[src/rtl/indexed_array_list_unit_assert.svh]
// Assertion macros used by the RTL.
`ifndef INDEXED_ARRAY_LIST_UNIT_ASSERT_SVH
`define INDEXED_ARRAY_LIST_UNIT_ASSERT_SVH

// Same-cycle implication, sampled on clk, off during reset.
`define IAU_CHK_NOW(lbl, ante, cons, msg) \
  lbl: assert property (@(posedge clk) disable iff (!rst_n) (ante) |-> (cons)) \
    else $error(msg);

// Next-cycle implication, sampled on clk, off during reset.
`define IAU_CHK_NEXT(lbl, ante, cons, msg) \
  lbl: assert property (@(posedge clk) disable iff (!rst_n) (ante) |=> (cons)) \
    else $error(msg);

`endif

[src/rtl/iau_ram.sv]
`default_nettype none

module iau_ram #(
  parameter int WIDTH = 64,
  parameter int DEPTH = 64
) (
  input  logic                     clk,
  input  logic                     we,
  input  logic [$clog2(DEPTH)-1:0] waddr,
  input  logic [WIDTH-1:0]         wdata,
  input  logic [$clog2(DEPTH)-1:0] raddr,
  output logic [WIDTH-1:0]         rdata
);

  logic [WIDTH-1:0] mem [DEPTH];

  always_ff @(posedge clk) begin
    if (we) begin
      mem[waddr] <= wdata;
    end
    rdata <= mem[raddr];
  end

endmodule

`default_nettype wire

[config.mk]
export PLATFORM = sky130hd
export DESIGN_NAME = iau_ram
export DESIGN_NICKNAME = d
export VERILOG_FILES = /design/src/rtl/indexed_array_list_unit_assert.svh /design/src/rtl/iau_ram.sv
export SDC_FILE = /design/constraint.sdc
export NUM_CORES = 2
export LEC_CHECK = 0
export BUFFER_PORTS_ARGS = -buffer_cell sky130_fd_sc_hd__buf_2
export CAP_MARGIN = 20
export CORE_MARGIN = 5
export CORE_UTILIZATION = 55
export CTS_BUF_LIST = sky130_fd_sc_hd__clkbuf_4 sky130_fd_sc_hd__clkbuf_8
export DETAILED_ROUTE_END_ITERATION = 7
export PLACE_DENSITY = 0.81
export REMOVE_ABC_BUFFERS = 1
export SYNTH_ARGS = -nofsm -noshare
export SYNTH_HDL_FRONTEND = slang
export SYNTH_SLANG_ARGS = --single-unit
[constraint.sdc]
create_clock -name clk -period 11 [get_ports clk]
set_input_delay 1.65 -clock clk [delete_from_list [all_inputs] [get_ports clk]]
set_output_delay 1.65 -clock clk [all_outputs]
set_load 0.01 [all_outputs]
==> results.json <==
{
  "status": "finished clean",
  "clock_skew_ps": 82.3,
  "syn_to_final_growth_pct": 11.8,
  "switchingPower_mw": 6.96,
  "p_sw_share_pct": 21.9,
  "syn_area_per_cell_sq_um": 23.7,
  "clock.fmax_mhz": 218,
  "ff2ff_path_depth": 5,
  "grt_pass1_wl_mm": 588,
  "rsz0062_at_grt": "no",
  "clock-sinks": 4160,
  "cp.required_ps": 11650,
  "slowest_delay_ps": 1120,
  "synth_cells": 6598,
  "layout_common_cells": "edfxtp_1, mux4_2, clkbuf_8, clkbuf_4, a22oi_1",
  "internal-power_mw": 24.8,
  "power.share.clock_pct": 39.8,
  "cp_max_fo": 26,
  "worst-path-buf-inv": 3,
  "synth_seq_cells": 4160,
  "crit_top_cell": "buf_4",
  "reg2reg_slack_ps": 8870,
  "cts_tree": "built",
  "synth.distinct_cells": 33,
  "crit_type": "in -> reg",
  "use_met3_pct": 7.79,
  "final_cells": 11400,
  "hold_viol": 0,
  "syn_area_sq_mm": 0.156,
  "start_kind": "primary input",
  "cts_setup_buffers": 0,
  "dp_hpwl_mm": 210,
  "grtUsageMet1_pct": 36.9,
  "dp.cells": 10300,
  "hold_path_depth": 4,
  "yosys.area.top_type": "edfxtp_1",
  "die-area_sq_mm": 0.295,
  "drive_gt1_share_pct": 32.1,
  "r2r_start": "mem[51][19]",
  "nNetsFinal": 7260,
  "cts_resized": 0,
  "io_buffers": 141,
  "end_kind": "flip-flop",
  "clk_path_buf_depth": 4,
  "coreArea_sq_mm": 0.283,
  "cap_viol_max_count": 0,
  "r2r-end": "rdata[19]",
  "use_met2_pct": 44.4,
  "slowest_stage": "nor2_4",
  "post-route-util_pct": 61.9,
  "ctsHoldBuffers": 0,
  "vdd_ir_drop_max_mv": 0.152,
  "drtIter0Drc": 13500,
  "die_h_um": 543,
  "gp_congestion": 0.799,
  "die_width_um": 543,
  "pwr-share-seq_pct": 55.6,
  "slew_headroom_pct": 13.4,
  "path_delay_family": "simple AND/OR/NAND/NOR gates",
  "wire_per_inst_um": 36.5,
  "synth_top_cell_area_share_pct": 78.7,
  "viasPerCell": 6.88,
  "cts.clk_slew.worst_paths_ps": 70,
  "ios": 142,
  "synth.area.top_cells": "edfxtp_1, mux4_2, mux2i_1, dfxtp_1, a22oi_1",
  "clock_latency_ps": 1090,
  "rows": 195,
  "comb_power_share_pct": 4.6,
  "grt_start_max_net_pins": 128,
  "routed_wirelength_mm": 417,
  "top_usage_layer": "met2",
  "grt_pass1_vias": 80300,
  "antenna_found_initial": 26,
  "hold_end": "rdata[14]",
  "drv_slew": 0,
  "final_common_cell": "edfxtp_1",
  "crit_chain": "buf_2 -> nor2b_1 -> nand3_1 -> nor2_4 -> buf_4 -> buf_4",
  "gr-total-overflow": 0,
  "ant_nets": 0,
  "p_leak_nw": 54.9,
  "post-route-min-period_ps": 4580,
  "tns_ps": 0,
  "finalSetupViolCount": 0,
  "ys_seq_area_share_pct": 79.5,
  "ys_warn_count": 0,
  "power_density_mw_per_mm2": 181,
  "initial_core_util_pct": 55.3,
  "ctsHtreeMaxLevel": 6,
  "min_path_type": "reg -> reg",
  "cts_root_buf": "clkbuf_8",
  "gr-usage-all-layers_pct": 28.2,
  "drt-pass1-iter-count": 5,
  "numCtsBuffers": 620,
  "fin_crit_sh_pct": 41.6,
  "dr_total_vias": 78700,
  "tightest_slew_ps": 1300,
  "hold_start": "mem[38][14]",
  "drc": 0,
  "arrival_ps": 5230
}
area by class of cell:
type,instances,area [sq um]
sequential,4160,124000
fill,17500,108000
multi-input combinational,2049,30800
clock buffer,862,10600
tap,3743,4680
timing repair buffer,332,2490
clock inverter,255,1860
inverter,19,71.3
antenna,20,50.0
registers in the layout, indices dropped and copies added (netlist names):
signal / count
mem: 4096
rdata: 64
stage by stage:
step	power, mW	setup slack (ps)	hold WS (ps)	cell area (sq um)
floorplan	18.6	4050	788	155000
global placement	19.3	5600	819	162000
global route	32.7	6450	781	175000
detailed placement	19.4	5480	816	162000
finish	31.7	6420	812	175000
CTS	31.8	6590	807	175000
worst max path at each step:
stage                        start          end  slack, ps  cells after the start
after floorplan           waddr[4]   mem[48][0]       4050                      3
after CTS                 waddr[1]  mem[11][19]       6590                      6
after global routing      raddr[0]    rdata[29]       6450                      8
final                     waddr[1]  mem[11][19]       6420                      6
after global placement    waddr[1]  mem[11][34]       5600                      6
after detailed placement  waddr[1]  mem[11][34]       5480                      6
tightest hold or removal path: stages (launching register included):
cell,delay (ps)
edfxtp_1,320
mux4_2,220
a22oi_1,60
nand3_1,70
and3_1,140
metal layers:
layer | part of all wire (%) | vias up
met2 | 48 | 7285
met5 | 0.020 | -
met3 | 15 | 1371
met4 | 5.7 | 12
met1 | 32 | 40300
li1 | - | 29800
Yosys cell counts, drive strengths merged:
cell type,number
a211oi,63
a22o,88
a22oi,168
a2bb2oi,19
a31o,1
a31oi,18
a41oi,26
and2,3
and3,64
buf,230
clkbuf,140
dfxtp,64
edfxtp,4096
inv,19
mux2i,135
mux4,1024
nand2,58
nand2b,11
nand3,45
nand3b,2
nand4,2
nand4b,1
nor2,112
nor2b,28
nor3,2
o221ai,38
o22ai,83
or2,28
or3,29
or3b,1
power by group through the flow:
| stage | clock, mW | combinational (mW) | sequential [mW] |
|---|---|---|---|
| detailed placement | 0 | 1.44 | 18.0 |
| global route | 13.5 | 1.53 | 17.6 |
| global placement | 0 | 1.39 | 17.9 |
| CTS | 12.7 | 1.44 | 17.6 |
| floorplan | 0 | 0.638 | 17.9 |
| finish | 12.6 | 1.46 | 17.6 |
cell families after synthesis:
group / count (synthesis) / share of synthesized area [%]
and+or+nand+nor: 386 / 1.24
DFF: 4160 / 79.5
AOI/OAI and AO/OA: 504 / 2.48
muxes: 1159 / 15.6
buffers and inverters: 389 / 1.18
No activity file was read; power rests on OpenSTA's default activity.
